**config.mk**
```make
export PLATFORM = sky130hd
export DESIGN_NAME = grid_path_search_down_right
export DESIGN_NICKNAME = d
export VERILOG_FILES = /design/src/hdl/gps_pkg.sv /design/src/hdl/grid_path_search_down_right.sv /design/src/hdl/gps_ram.sv /design/src/hdl/gps_dp.sv /design/src/hdl/gps_ctrl.sv
export SDC_FILE = /design/constraint.sdc
export NUM_CORES = 1
export LEC_CHECK = 0
export BUFFER_PORTS_ARGS = -buffer_cell sky130_fd_sc_hd__buf_2
export CAP_MARGIN = 20
export CORE_ASPECT_RATIO = 1.5
export CORE_MARGIN = 5
export CORE_UTILIZATION = 55
export CTS_CLUSTER_SIZE = 20
export DETAILED_ROUTE_END_ITERATION = 16
export HOLD_SLACK_MARGIN = 0.12
export PLACE_DENSITY_LB_ADDON = 0.25
export SYNTH_ARGS = -nofsm -noshare
export SYNTH_HDL_FRONTEND = slang
export SYNTH_SLANG_ARGS = --single-unit
```
**constraint.sdc**
```tcl
create_clock -name i_clk -period 11 [get_ports i_clk]
set_input_delay 1.65 -clock i_clk [delete_from_list [all_inputs] [get_ports i_clk]]
set_output_delay 1.65 -clock i_clk [all_outputs]
set_load 0.005 [all_outputs]
```
**src/hdl/gps_pkg.sv**
```systemverilog
// Package for the down/right maze path search block.
// Sizes, codes and the controller/datapath command and status structs.
// No dependencies; used by every module of the block but gps_ram.
package gps_pkg;

    localparam int MAX_N       = 16;
    localparam int COORD_W     = $clog2(MAX_N);
    localparam int CMP_W       = COORD_W + 1;
    localparam int SIZE_W      = 5;
    localparam int N_W         = $clog2(MAX_N + 1);
    localparam int CELL_AW     = 2 * COORD_W;
    localparam int CELL_DEPTH  = 1 << CELL_AW;
    localparam int STACK_DEPTH = 2 * MAX_N - 1;
    localparam int STACK_AW    = $clog2(STACK_DEPTH);
    localparam int STACK_W     = 2 * COORD_W + 1;

    localparam logic [SIZE_W-1:0] SIZE_RESET = SIZE_W'(16);

    // input command codes
    localparam logic CMD_WRITE = 1'b0;
    localparam logic CMD_SOLVE = 1'b1;

    // moves tried from the cell on top of the stack
    localparam logic [1:0] TRIED_NONE = 2'd0;
    localparam logic [1:0] TRIED_DOWN = 2'd1;
    localparam logic [1:0] TRIED_BOTH = 2'd2;

    typedef struct packed {
        logic maze_wr;
        logic solve_init;
        logic clr_step;
        logic seed;
        logic enter_start;
        logic try_move;
        logic push;
        logic mark_dead;
        logic pop_rd;
        logic pop_ld;
        logic out_load_path;
        logic out_load_none;
    } t_cmd;

    typedef struct packed {
        logic at_goal;
        logic tried_done;
        logic move_ok;
        logic cell_ok;
        logic sp_zero;
        logic k_at_top;
        logic clr_done;
        logic out_free;
    } t_status;

endpackage

```
**src/hdl/grid_path_search_down_right.sv**
```systemverilog
// Top level of the down/right maze path search.
// Depends on gps_pkg, gps_ctrl, gps_dp (and through it gps_ram).
//
// A write transaction (command 0) stores one maze cell, so cells load back to
// back. A solve transaction (command 1) first clears the dead-end marks with a
// pass over every cell of the 16x16 store, then checks the start cell, then
// runs the depth-first search one step at a time: each move tried into a cell
// inside the maze reads that cell before it is entered, a move that would leave
// the maze is skipped without a read, and each backtrack reads the parent back.
// Each cell is entered at most once per solve thanks to the dead-end marks.
// Results then leave one at a time, not back to back, each waiting while the
// output side is not ready. The block takes no new transaction while a solve
// runs; the output register lets the next one in as soon as the last result is loaded.
// The maze size register may be written at any time the block is idle.
module grid_path_search_down_right (
    input  logic                        i_clk,
    input  logic                        i_rst_n,
    input  logic                        i_in_valid,
    output logic                        o_in_ready,
    input  logic                        i_command,
    input  logic [gps_pkg::COORD_W-1:0] i_row,
    input  logic [gps_pkg::COORD_W-1:0] i_col,
    input  logic                        i_cell_open,
    output logic                        o_out_valid,
    input  logic                        i_out_ready,
    output logic                        o_found,
    output logic [gps_pkg::COORD_W-1:0] o_path_row,
    output logic [gps_pkg::COORD_W-1:0] o_path_col,
    output logic                        o_last_of_path,
    input  logic                        i_cfg_valid,
    output logic                        o_cfg_ready,
    input  logic [gps_pkg::SIZE_W-1:0]  i_cfg_data
);

    gps_pkg::t_cmd    w_cmd;
    gps_pkg::t_status w_status;

    assign o_cfg_ready = 1'b1;

    gps_ctrl u_ctrl (
        .i_clk      (i_clk),
        .i_rst_n    (i_rst_n),
        .i_in_valid (i_in_valid && o_in_ready),
        .i_command  (i_command),
        .o_in_ready (o_in_ready),
        .i_status   (w_status),
        .o_cmd      (w_cmd)
    );

    gps_dp u_dp (
        .i_clk          (i_clk),
        .i_rst_n        (i_rst_n),
        .i_cmd          (w_cmd),
        .o_status       (w_status),
        .i_row          (i_row),
        .i_col          (i_col),
        .i_cell_open    (i_cell_open),
        .i_cfg_wr       (i_cfg_valid && o_cfg_ready),
        .i_cfg_data     (i_cfg_data),
        .i_out_ready    (i_out_ready),
        .o_out_valid    (o_out_valid),
        .o_found        (o_found),
        .o_path_row     (o_path_row),
        .o_path_col     (o_path_col),
        .o_last_of_path (o_last_of_path)
    );

endmodule

```
**src/hdl/gps_ram.sv**
```systemverilog
// Generic single-port-write, single-port-read RAM with registered read data.
// No dependencies.
module gps_ram #(
    parameter  int WIDTH = 1,
    parameter  int DEPTH = 2,
    localparam int AW    = (DEPTH > 1) ? $clog2(DEPTH) : 1
) (
    input  logic             i_clk,
    input  logic             i_wr_en,
    input  logic [AW-1:0]    i_wr_addr,
    input  logic [WIDTH-1:0] i_wr_data,
    input  logic [AW-1:0]    i_rd_addr,
    output logic [WIDTH-1:0] o_rd_data
);

    logic [WIDTH-1:0] r_mem [DEPTH];
    logic [WIDTH-1:0] r_rd_data;

    always_ff @(posedge i_clk) begin
        if (i_wr_en) begin
            r_mem[i_wr_addr] <= i_wr_data;
        end
        r_rd_data <= r_mem[i_rd_addr];
    end

    assign o_rd_data = r_rd_data;

endmodule

```
**src/hdl/gps_dp.sv**
```systemverilog
// Datapath of the maze path search: maze, dead-end and position stack RAMs,
// current cell, candidate move, counters and the output register.
// Depends on gps_pkg and gps_ram.
module gps_dp (
    input  logic                            i_clk,
    input  logic                            i_rst_n,
    input  gps_pkg::t_cmd                   i_cmd,
    output gps_pkg::t_status                o_status,
    input  logic [gps_pkg::COORD_W-1:0]     i_row,
    input  logic [gps_pkg::COORD_W-1:0]     i_col,
    input  logic                            i_cell_open,
    input  logic                            i_cfg_wr,
    input  logic [gps_pkg::SIZE_W-1:0]      i_cfg_data,
    input  logic                            i_out_ready,
    output logic                            o_out_valid,
    output logic                            o_found,
    output logic [gps_pkg::COORD_W-1:0]     o_path_row,
    output logic [gps_pkg::COORD_W-1:0]     o_path_col,
    output logic                            o_last_of_path
);

    localparam int CW  = gps_pkg::COORD_W;
    localparam int XW  = gps_pkg::CMP_W;
    localparam int SAW = gps_pkg::STACK_AW;
    localparam int CAW = gps_pkg::CELL_AW;
    localparam int SW  = gps_pkg::STACK_W;
    localparam int ZW  = gps_pkg::SIZE_W;

    logic [ZW-1:0]             r_maze_size;
    logic [gps_pkg::N_W-1:0]   r_n;
    logic [gps_pkg::N_W-1:0]   n_n;
    logic [CAW-1:0]            r_clr_cnt;
    logic [CW-1:0]             r_cur_r, r_cur_c;
    logic [1:0]                r_tried;
    logic [CW-1:0]             r_cand_r, r_cand_c;
    logic [SAW-1:0]            r_sp, r_k;
    logic                      r_out_valid, r_found, r_last;
    logic [CW-1:0]             r_prow, r_pcol;

    logic [XW-1:0]  w_next_r, w_next_c, w_n_x;
    logic           w_down;
    logic [CW-1:0]  w_cand_r, w_cand_c;
    logic           w_move_ok;

    logic           w_maze_wr_en, w_maze_rd, w_dead_rd;
    logic [CAW-1:0] w_maze_rd_addr;
    logic           w_dead_wr_en, w_dead_wr_data;
    logic [CAW-1:0] w_dead_wr_addr;
    logic [SAW-1:0] w_stk_rd_addr;
    logic [SW-1:0]  w_stk_wr_data, w_stk_rd;
    logic [CW-1:0]  w_stk_r, w_stk_c;
    logic           w_stk_both;
    logic           w_k_at_top;

    // size in use: zero counts as one, anything above MAX_N as MAX_N
    always_comb begin
        priority if (r_maze_size == '0) begin
            n_n = gps_pkg::N_W'(1);
        end else if ({1'b0, r_maze_size} > (ZW + 1)'(gps_pkg::MAX_N)) begin
            n_n = gps_pkg::N_W'(gps_pkg::MAX_N);
        end else begin
            n_n = gps_pkg::N_W'(r_maze_size);
        end
    end

    assign w_n_x    = XW'(r_n);
    assign w_next_r = {1'b0, r_cur_r} + XW'(1);
    assign w_next_c = {1'b0, r_cur_c} + XW'(1);
    assign w_down   = (r_tried == gps_pkg::TRIED_NONE);
    assign w_cand_r = w_down ? w_next_r[CW-1:0] : r_cur_r;
    assign w_cand_c = w_down ? r_cur_c : w_next_c[CW-1:0];
    assign w_move_ok = w_down ? (w_next_r < w_n_x) : (w_next_c < w_n_x);

    assign w_maze_wr_en   = i_cmd.maze_wr
                            && ({1'b0, i_row} < XW'(gps_pkg::MAX_N))
                            && ({1'b0, i_col} < XW'(gps_pkg::MAX_N));
    assign w_maze_rd_addr = i_cmd.seed ? '0 : {w_cand_r, w_cand_c};

    assign w_dead_wr_en   = i_cmd.clr_step || i_cmd.mark_dead;
    assign w_dead_wr_addr = i_cmd.mark_dead ? {r_cur_r, r_cur_c} : r_clr_cnt;
    assign w_dead_wr_data = i_cmd.mark_dead;

    assign w_stk_wr_data = {r_cur_r, r_cur_c, (r_tried == gps_pkg::TRIED_BOTH)};
    assign w_stk_rd_addr = i_cmd.pop_rd ? (r_sp - SAW'(1)) : r_k;
    assign w_stk_r       = w_stk_rd[SW-1 -: CW];
    assign w_stk_c       = w_stk_rd[CW:1];
    assign w_stk_both    = w_stk_rd[0];
    assign w_k_at_top    = (r_k == r_sp);

    gps_ram #(.WIDTH(1), .DEPTH(gps_pkg::CELL_DEPTH)) u_maze (
        .i_clk     (i_clk),
        .i_wr_en   (w_maze_wr_en),
        .i_wr_addr ({i_row, i_col}),
        .i_wr_data (i_cell_open),
        .i_rd_addr (w_maze_rd_addr),
        .o_rd_data (w_maze_rd)
    );

    gps_ram #(.WIDTH(1), .DEPTH(gps_pkg::CELL_DEPTH)) u_dead (
        .i_clk     (i_clk),
        .i_wr_en   (w_dead_wr_en),
        .i_wr_addr (w_dead_wr_addr),
        .i_wr_data (w_dead_wr_data),
        .i_rd_addr (w_maze_rd_addr),
        .o_rd_data (w_dead_rd)
    );

    gps_ram #(.WIDTH(SW), .DEPTH(gps_pkg::STACK_DEPTH)) u_stack (
        .i_clk     (i_clk),
        .i_wr_en   (i_cmd.push),
        .i_wr_addr (r_sp),
        .i_wr_data (w_stk_wr_data),
        .i_rd_addr (w_stk_rd_addr),
        .o_rd_data (w_stk_rd)
    );

    // control registers
    always_ff @(posedge i_clk) begin
        if (!i_rst_n) begin
            r_maze_size <= gps_pkg::SIZE_RESET;
            r_out_valid <= 1'b0;
        end else begin
            if (i_cfg_wr) begin
                r_maze_size <= i_cfg_data;
            end
            if (i_cmd.out_load_path || i_cmd.out_load_none) begin
                r_out_valid <= 1'b1;
            end else if (i_out_ready) begin
                r_out_valid <= 1'b0;
            end
        end
    end

    // search registers; the top of the stack lives in r_cur_* and r_tried
    always_ff @(posedge i_clk) begin
        if (i_cmd.solve_init) begin
            r_n       <= n_n;
            r_clr_cnt <= '0;
            r_sp      <= '0;
            r_k       <= '0;
        end
        if (i_cmd.clr_step) begin
            r_clr_cnt <= r_clr_cnt + CAW'(1);
        end
        if (i_cmd.enter_start) begin
            r_cur_r <= '0;
            r_cur_c <= '0;
            r_tried <= gps_pkg::TRIED_NONE;
        end
        if (i_cmd.try_move) begin
            r_cand_r <= w_cand_r;
            r_cand_c <= w_cand_c;
            r_tried  <= w_down ? gps_pkg::TRIED_DOWN : gps_pkg::TRIED_BOTH;
        end
        if (i_cmd.push) begin
            r_sp    <= r_sp + SAW'(1);
            r_cur_r <= r_cand_r;
            r_cur_c <= r_cand_c;
            r_tried <= gps_pkg::TRIED_NONE;
        end
        if (i_cmd.pop_rd) begin
            r_sp <= r_sp - SAW'(1);
        end
        if (i_cmd.pop_ld) begin
            r_cur_r <= w_stk_r;
            r_cur_c <= w_stk_c;
            r_tried <= w_stk_both ? gps_pkg::TRIED_BOTH : gps_pkg::TRIED_DOWN;
        end
        if (i_cmd.out_load_path) begin
            r_found <= 1'b1;
            r_last  <= w_k_at_top;
            r_prow  <= w_k_at_top ? r_cur_r : w_stk_r;
            r_pcol  <= w_k_at_top ? r_cur_c : w_stk_c;
            r_k     <= r_k + SAW'(1);
        end
        if (i_cmd.out_load_none) begin
            r_found <= 1'b0;
            r_last  <= 1'b1;
            r_prow  <= '0;
            r_pcol  <= '0;
        end
    end

    always_comb begin
        o_status.at_goal    = (w_next_r == w_n_x) && (w_next_c == w_n_x);
        o_status.tried_done = (r_tried != gps_pkg::TRIED_NONE)
                              && (r_tried != gps_pkg::TRIED_DOWN);
        o_status.move_ok    = w_move_ok;
        o_status.cell_ok    = w_maze_rd && !w_dead_rd;
        o_status.sp_zero    = (r_sp == '0);
        o_status.k_at_top   = w_k_at_top;
        o_status.clr_done   = (r_clr_cnt == CAW'(gps_pkg::CELL_DEPTH - 1));
        o_status.out_free   = !r_out_valid || i_out_ready;
    end

    assign o_out_valid    = r_out_valid;
    assign o_found        = r_found;
    assign o_path_row     = r_prow;
    assign o_path_col     = r_pcol;
    assign o_last_of_path = r_last;

endmodule

```
**src/hdl/gps_ctrl.sv**
```systemverilog
// Controller of the maze path search: sequences load, dead-mark clear,
// depth-first search with backtracking and result emission.
// Depends on gps_pkg.
module gps_ctrl (
    input  logic             i_clk,
    input  logic             i_rst_n,
    input  logic             i_in_valid,
    input  logic             i_command,
    output logic             o_in_ready,
    input  gps_pkg::t_status i_status,
    output gps_pkg::t_cmd    o_cmd
);

    typedef enum logic [3:0] {
        S_IDLE,
        S_CLEAR,
        S_SEED,
        S_SEED_CHK,
        S_SEARCH,
        S_CHECK,
        S_POP,
        S_EMIT_RD,
        S_EMIT_LD,
        S_NONE
    } t_state;

    t_state r_state, n_state;
    logic   r_in_ready;

    always_comb begin
        n_state = r_state;
        o_cmd   = '0;
        unique case (r_state)
            S_IDLE: begin
                if (i_in_valid) begin
                    if (i_command == gps_pkg::CMD_SOLVE) begin
                        o_cmd.solve_init = 1'b1;
                        n_state          = S_CLEAR;
                    end else begin
                        o_cmd.maze_wr = 1'b1;
                    end
                end
            end
            S_CLEAR: begin
                o_cmd.clr_step = 1'b1;
                if (i_status.clr_done) begin
                    n_state = S_SEED;
                end
            end
            S_SEED: begin
                o_cmd.seed = 1'b1;
                n_state    = S_SEED_CHK;
            end
            S_SEED_CHK: begin
                if (i_status.cell_ok) begin
                    o_cmd.enter_start = 1'b1;
                    n_state           = S_SEARCH;
                end else begin
                    n_state = S_NONE;
                end
            end
            S_SEARCH: begin
                priority if (i_status.at_goal) begin
                    n_state = S_EMIT_RD;
                end else if (!i_status.tried_done) begin
                    o_cmd.try_move = 1'b1;
                    if (i_status.move_ok) begin
                        n_state = S_CHECK;
                    end
                end else begin
                    // dead end: mark it and step back to the parent cell, or report no path at the start cell
                    o_cmd.mark_dead = 1'b1;
                    if (i_status.sp_zero) begin
                        n_state = S_NONE;
                    end else begin
                        o_cmd.pop_rd = 1'b1;
                        n_state      = S_POP;
                    end
                end
            end
            S_CHECK: begin
                o_cmd.push = i_status.cell_ok;
                n_state    = S_SEARCH;
            end
            S_POP: begin
                o_cmd.pop_ld = 1'b1;
                n_state      = S_SEARCH;
            end
            S_EMIT_RD: begin
                // stack read of the next path cell is under way
                n_state = S_EMIT_LD;
            end
            S_EMIT_LD: begin
                if (i_status.out_free) begin
                    o_cmd.out_load_path = 1'b1;
                    n_state = i_status.k_at_top ? S_IDLE : S_EMIT_RD;
                end
            end
            S_NONE: begin
                if (i_status.out_free) begin
                    o_cmd.out_load_none = 1'b1;
                    n_state             = S_IDLE;
                end
            end
            default: begin
                n_state = S_IDLE;
            end
        endcase
    end

    always_ff @(posedge i_clk) begin
        if (!i_rst_n) begin
            r_state    <= S_IDLE;
            r_in_ready <= 1'b1;
        end else begin
            r_state    <= n_state;
            r_in_ready <= (n_state == S_IDLE);
        end
    end

    assign o_in_ready = r_in_ready;

endmodule

```
Word-level counts from Yosys, hierarchy flattened. Memory sizes are Yosys's and may differ from the RTL's. A register that Yosys moved wholly into a read port is not among the register bits. Cells that the tools add are included.

Register bits after elaboration: 62. RAM bits: 791. Input bits: 20. Output and inout port bits: 13. Word-level logic and storage cells: 134. Memories kept: 3.

Memory list: u_dp.u_stack.r_mem (depth 31, bits a word 9, read ports 1, clocked after memory_dff 1, write ports 1, line gps_ram.sv:16) `logic [WIDTH-1:0] r_mem [DEPTH];`; u_dp.u_dead.r_mem (depth 256, bits a word 1, read ports 1, clocked after memory_dff 1, write ports 1, line gps_ram.sv:16); u_dp.u_maze.r_mem (depth 256, bits a word 1, read ports 1, clocked after memory_dff 1, write ports 1, line gps_ram.sv:16).

Add/subtract/negate cells: 6. $lt $le $gt $ge: 3. Eq/ne operators: 15. Multiplexer cells: 66. Reduce and logical (&&, ||, !) cells: 23.

Operators with widths (count): $mux W4 (19); $pmux W4 S9 (1); $mux W8 (4); $mux W5 (6); $mux W1 (24); $mux W2 (11); $eq A4 B3 Y1 const B (4); $eq A5 B5 Y1 (3); $add A4 B1 Y5 const B (2); $add A5 B1 Y5 const B (2); $logic_not A5 Y1 (2); $lt A5 B5 Y1 (2); $add A8 B1 Y8 const B (1); $eq A4 B2 Y1 const B (2); $eq A4 B4 Y1 const B (2); $eq A8 B8 Y1 const B (1); $logic_not A4 Y1 (2); $reduce_bool A2 Y1 (4); $reduce_bool A3 Y1 (2); $gt A5 B5 Y1 const B (1); $sub A5 B1 Y5 const B (1); $eq A4 B1 Y1 const B (1); $logic_and A1 B1 Y1 (4); $reduce_bool A4 Y1 (1); other kinds (7) (11).

Longest topological paths before layout.
Depth in word-level cells: 8. Gate-level depth with buffers: 17. Gate-level depth less buffers: 12.

Modules after synthesis. From an unflattened synthesis, not the netlist that was laid out.

Cells, all modules: 2483. Area, all modules: 37173.2 µm².

By module, submodules not included: gps_ram (u_dp.u_dead ...) (times used 2, cells an instance 788, area each 11128.2 µm², sequential area each 7707.4 µm²); gps_ram (u_dp.u_stack) (times used 1, cells an instance 534, area each 11078.1 µm², sequential area each 8558.2 µm²); gps_dp (times used 1, cells an instance 309, area each 3330.7 µm², sequential area each 1551.5 µm²); gps_ctrl (times used 1, cells an instance 61, area each 490.5 µm², sequential area each 100.1 µm²); grid_path_search_down_right (times used 1, cells an instance 3, area each 17.5 µm², sequential area each 0.0 µm²).

Least setup slack after synthesis. No wires, ideal clock.

Path type: register to register. Start point: reg u_dp.r_cur_c[2]. End point: mem u_dp.u_dead.r_mem[103], enable pin. Setup time: 0.254 ns. Arrival time: 7.869 ns. Required time: 10.746 ns. Slack: 2.877 ns. Stages on the path, launching flop included: 15. Buffers on the path: 3. Period minus slack after synthesis: 8.123 ns. Path through: edfxtp_1 -> clkbuf_1 -> nand3_1 -> xnor2_1 -> ha_1 -> nand2_1 -> o41ai_2 -> inv_1 -> nand2_1 -> inv_1 -> clkbuf_1 -> o21ai_0 -> nand2_1 -> clkbuf_1 -> nor2_1.

RTL lines: start: declaration (line gps_dp.sv:33) `logic [CW-1:0] r_cur_r, r_cur_c;`; start signal: assignment (line gps_dp.sv:158) `r_cur_c <= r_cand_c;`; start signal: assignment (line gps_dp.sv:166) `r_cur_c <= w_stk_c;`; end: declaration (line gps_ram.sv:16).

Worst setup path after layout.
Start point: reg u_dp.r_cur_c[0]. End point: mem u_dp.u_dead.r_mem[78], enable pin.

Longest elaborated chain between the ends: 8. Elaborated cells between the ends (all ways): 9. Classes of those cells: add/sub (1); eq/ne (1); mux (5); reduce/logical (2).

RTL lines: $add A4 B1 Y5 (line gps_dp.sv:68) `assign w_next_c = {1'b0, r_cur_c} + XW'(1);`; $eq A5 B5 Y1 (line gps_dp.sv:185) `o_status.at_goal = (w_next_r == w_n_x) && (w_next_c == w_n_x);`; $logic_and A1 B1 Y1 (line gps_dp.sv:185); $mux W2 (line gps_ctrl.sv:63) `priority if (i_status.at_goal) begin`; $mux W2 (line gps_ctrl.sv:33) `unique case (r_state)`; $logic_or A1 B1 Y1 (line gps_dp.sv:79) `assign w_dead_wr_en = i_cmd.clr_step || i_cmd.mark_dead;`; $mux W1 (line gps_ram.sv:20) `if (i_wr_en) begin`; $mux W1 (not written as such) (line gps_ram.sv:21) `r_mem[i_wr_addr] <= i_wr_data;`.

Several ways; a longest one is shown, not always the timed one.

==> results.rst <==
.. list-table::
   :header-rows: 1

   * - Metric
     - Value
   * - Result of the run
     - finished, final reports clean
   * - Avg Inst Size Synth
     - 12.34 µm²
   * - CTS-repair resized insts
     - 0
   * - Post-route DRC violation count
     - 0
   * - Fraction of layout instances using a drive strength above 1
     - 0.1011
   * - Total negative slack
     - 0 ns
   * - Final count of hold timing violations
     - 0
   * - Sequential share of the synthesized area
     - 0.6763
   * - Post-detailed-routing wire length
     - between 100000 and 150000 µm
   * - #FFs+latches synth
     - 864
   * - Tightest Pin Transition
     - 1.241 ns
   * - Primary FF master, synth
     - edfxtp_1
   * - Post-synthesis async set-or-reset flop share
     - 0
   * - TritonCTS clock tree
     - built
   * - Critical path type
     - reg2reg
   * - Final critical path time including I/O delays and setup
     - ~5.4 ns
   * - Cell area after technology mapping
     - 37890 µm²
   * - Buffers inserted by post-CTS timing repair
     - 0
   * - Required time reported for the critical path endpoint
     - 11.32 ns
   * - Number of global-route vias before repair
     - 25.53k
   * - Nets
     - 3064
   * - Residual antenna-violating net count after detailed routing
     - 0
   * - Most used standard cell by instance count after synthesis
     - edfxtp_1
   * - Final Non-Filler Cells
     - 3986
   * - Clock-pin slew of the registers on the worst-case setup and hold paths
     - about 0.06 ns
   * - Max Transition Viols Final
     - 0
   * - Hold crit path type
     - reg2reg
   * - Number of vias in the routed layout
     - 25.81k
   * - Final-layout fill cell count
     - 5370
   * - Number of instances in the placed design
     - 3839
   * - Die span in y
     - about 330 µm
   * - Worst slew slack as a fraction of its limit
     - 0.1638
   * - Ys Warns
     - 0
   * - Post-synth EDFFs
     - ~830
   * - Bufs on Longest Clock Path
     - 3
   * - Wire length of the first global-routing pass
     - about 160000 µm
   * - Detail-routed via count per cell
     - 6.474
   * - Most area-hungry cell type in the Yosys netlist
     - edfxtp_1
   * - Ratio of total power to cell area
     - 158.9 nW/µm²
   * - Source of the worst hold timing path
     - u_dp.o_found
   * - Most common cell type on the critical path
     - nand2_1
   * - Std-Cell Core Area
     - roughly 69000 µm²
   * - Yosys top cell area share
     - 0.6594
   * - Total of max-cap violations
     - 0
   * - Max frequency
     - between 150 and 200 MHz
   * - Critical R2R Launch
     - u_dp.r_cur_c[0]
   * - Fraction of the mapped netlist area in compound gates
     - 0.08179
   * - Kind of capture point of the worst setup path
     - flip-flop
   * - Clock buffers created by TritonCTS
     - 79
   * - Routed len/inst
     - 26.86 µm
   * - Pin count of the biggest net entering global routing
     - 161
   * - Clock tree root driver cell
     - clkbuf_16
   * - Setup repair after global routing missed its margin
     - no
   * - Final GP Congestion
     - 0.8868
   * - Number of H-tree levels
     - 3
   * - TritonRoute pass-1 iters
     - 8
   * - IR drop worst, VDD
     - between 0.0001 and 0.00015 V
   * - Largest family of logic cells by synthesized area
     - simple AND/OR/NAND/NOR gates
   * - Drt initial violations
     - about 3.4k
   * - Number of library cell types mapped by synthesis
     - 93
   * - R2r setup slk
     - 5.60 ns
   * - Number of placed I/O pins
     - 33
   * - Simple-gate share of the synthesized area
     - 0.1540
   * - Area growth from synthesis to final layout
     - 8.965%
   * - CTS hold repair buffers
     - 0
   * - Layout Skew
     - 0.02848 ns
   * - Final critical-path share of the clock period
     - 0.4911
   * - Cell type of the slowest stage on the worst timing path
     - o31ai_1
   * - Count of standard-cell rows
     - 118
   * - Critical path origin
     - u_dp.r_cur_c[0]
   * - Width of the chip
     - around 220 µm
   * - Worst stage delay on the critical path
     - 1.02 ns
   * - Final number of setup-violating endpoints
     - 0
   * - Congestion Overflow GR
     - 0
   * - Data arrival time of the worst path
     - 5.72 ns
   * - Number of standard cells after synthesis
     - 3071
   * - Number of input and output port buffers inserted
     - 31
   * - Synth Area in Adders
     - 0.006934
   * - Insertion delay to the later sink of the worst-skew pair
     - 0.64 ns
   * - Ordered cell list for the critical path
     - buf_4 -> nand3_1 -> xnor2_1 -> ha_1 -> nand2_1 -> o41ai_2 -> inv_1 -> nand2_1 -> inv_6 -> o31ai_1 -> nand2_1 -> nor2_1
   * - List of most frequent post-synthesis cells
     - edfxtp_1 (832), nor2_1 (636), nand2_1 (395)
   * - Half-perimeter wire length after detailed placement
     - ~67000 µm
   * - Multi-input combinational cell area
     - 11170 µm²
   * - Area of the die
     - 74350 µm²
   * - Combined global-route utilization of all metal layers
     - 0.2806
   * - Largest fanout on the critical path
     - about 130
   * - Kind of start point of the critical path
     - flip-flop
   * - Antenna violations before repair
     - 0
   * - Storage cell area
     - 25620 µm²
   * - Main area contributors after synthesis
     - edfxtp_1 (66%), nor2_1 (6.3%), nand2_1 (3.9%)
   * - Synthesized netlist net count
     - 3112
   * - Proportion of synthesized area in mux cells
     - 0.04336
   * - Xor/xnor share of the synthesized area
     - 0.006670
   * - Initial cell density of the core
     - 0.5519
   * - Leakage power total
     - 0.01272 µW
   * - Count of clock tree sinks
     - 864
flip-flops by register name (all words and copies together) (netlist names), 2 cells and up:
register,count
u_dp.r_cand_c,4
u_ctrl.r_state,4
u_dp.o_path_col,4
u_dp.r_sp,5
u_dp.u_maze.r_mem,256
u_dp.r_n,5
u_dp.r_tried,2
u_dp.r_maze_size,5
u_dp.o_path_row,4
u_dp.u_stack.o_rd_data,9
u_dp.r_cur_r,4
u_dp.r_cand_r,4
u_dp.r_clr_cnt,8
u_dp.r_k,5
u_dp.u_stack.r_mem,279
u_dp.u_dead.r_mem,256
u_dp.r_cur_c,4
final timing paths:
| check | to | depth (start not counted) |
|---|---|---|
| setup / recovery | u_dp.u_dead.r_mem[78] | 12 |
| hold / removal | u_dp.o_found | 2 |
| setup reg to reg | u_dp.u_dead.r_mem[78] | 12 |
| hold reg to reg | u_dp.o_found | 2 |
power breakdown:
part	switching (µW)	internal [µW]
combinational	125	47.7
sequential	23.2	3580
clock	1210	1570
placed cells by master, fill, tap and decap left out, types with 21 or more instances in the layout:
| cell type | count |
|---|---|
| a21oi_1 | 109 |
| and3_1 | 28 |
| nand3_1 | 91 |
| nor3_1 | 69 |
| nor4_1 | 28 |
| nand2_1 | 395 |
| o21ai_0 | 77 |
| nor2_1 | 636 |
| buf_2 | 31 |
| mux4_2 | 42 |
| edfxtp_1 | 832 |
| ha_1 | 21 |
| o221ai_1 | 35 |
| clkbuf_16 | 83 |
| o22ai_1 | 42 |
| a31oi_1 | 43 |
| inv_1 | 25 |
| dfxtp_1 | 32 |
| mux2i_1 | 43 |
| buf_4 | 48 |
critical path: cells and delay by family (launching register included):
family                     cells  cell delay, ns
AOI/OAI and AO/OA              2            1.59
xor gates and xnor gates       1            0.18
adders and majority gates      1            0.32
buffers and inverters          3            0.94
DFF                            1            0.36
and+or+nand+nor                5            1.67
per-layer routing:
metal | part of all wire | vias to the layer above | wire length [µm] | global-route usage
met2 | 0.52 | 1442 | 55440 | 0.4982
met5 | 0 | - | 0 | 0
met4 | 0.068 | 0 | 7332 | 0.1694
met3 | 0.081 | 388 | 8715 | 0.04751
met1 | 0.33 | 12785 | 35580 | 0.3140
li1 | - | 11190 | - | -
final cells by class:
type / count / area share
clock buffers: 99 / 0.05249
repair buffers: 85 / 0.01570
flip-flops and latches: 864 / 0.6206
inverters: 29 / 0.002758
well taps: 900 / 0.02727
multi-input cells: 1964 / 0.2706
clock inverters: 44 / 0.01052
diodes: 1 / 0.00006061
per-stage QoR:
stage | setup slack [ns] | total power [µW] | utilization | hold WS, ns | cell area, µm²
floorplan | 2.877 | 3770 | - | 0.4388 | 37890
finish | 5.598 | 6560 | 0.6014 | 0.4459 | 41290
detailed placement | 5.715 | 3846 | 0.5626 | 0.4408 | 38620
global route | 5.322 | 6729 | 0.6014 | 0.4747 | 41290
CTS | 5.687 | 6575 | 0.6005 | 0.4491 | 41220
global placement | 5.839 | 3840 | 0.5615 | 0.4321 | 38550
kinds of logic (layout without fill, tap and decap cells):
| family | after synthesis | count (layout) |
|---|---|---|
| compound gates | 463 | 463 |
| simple gates | 1349 | 1349 |
| buf+inv | 243 | 257 |
| mux | 102 | 102 |
| xor+xnor | 28 | 28 |
| other cells | 1 | 2 |
| flops | 864 | 864 |
| fa+ha+maj | 21 | 21 |
No activity file was read; power rests on OpenSTA's default activity.
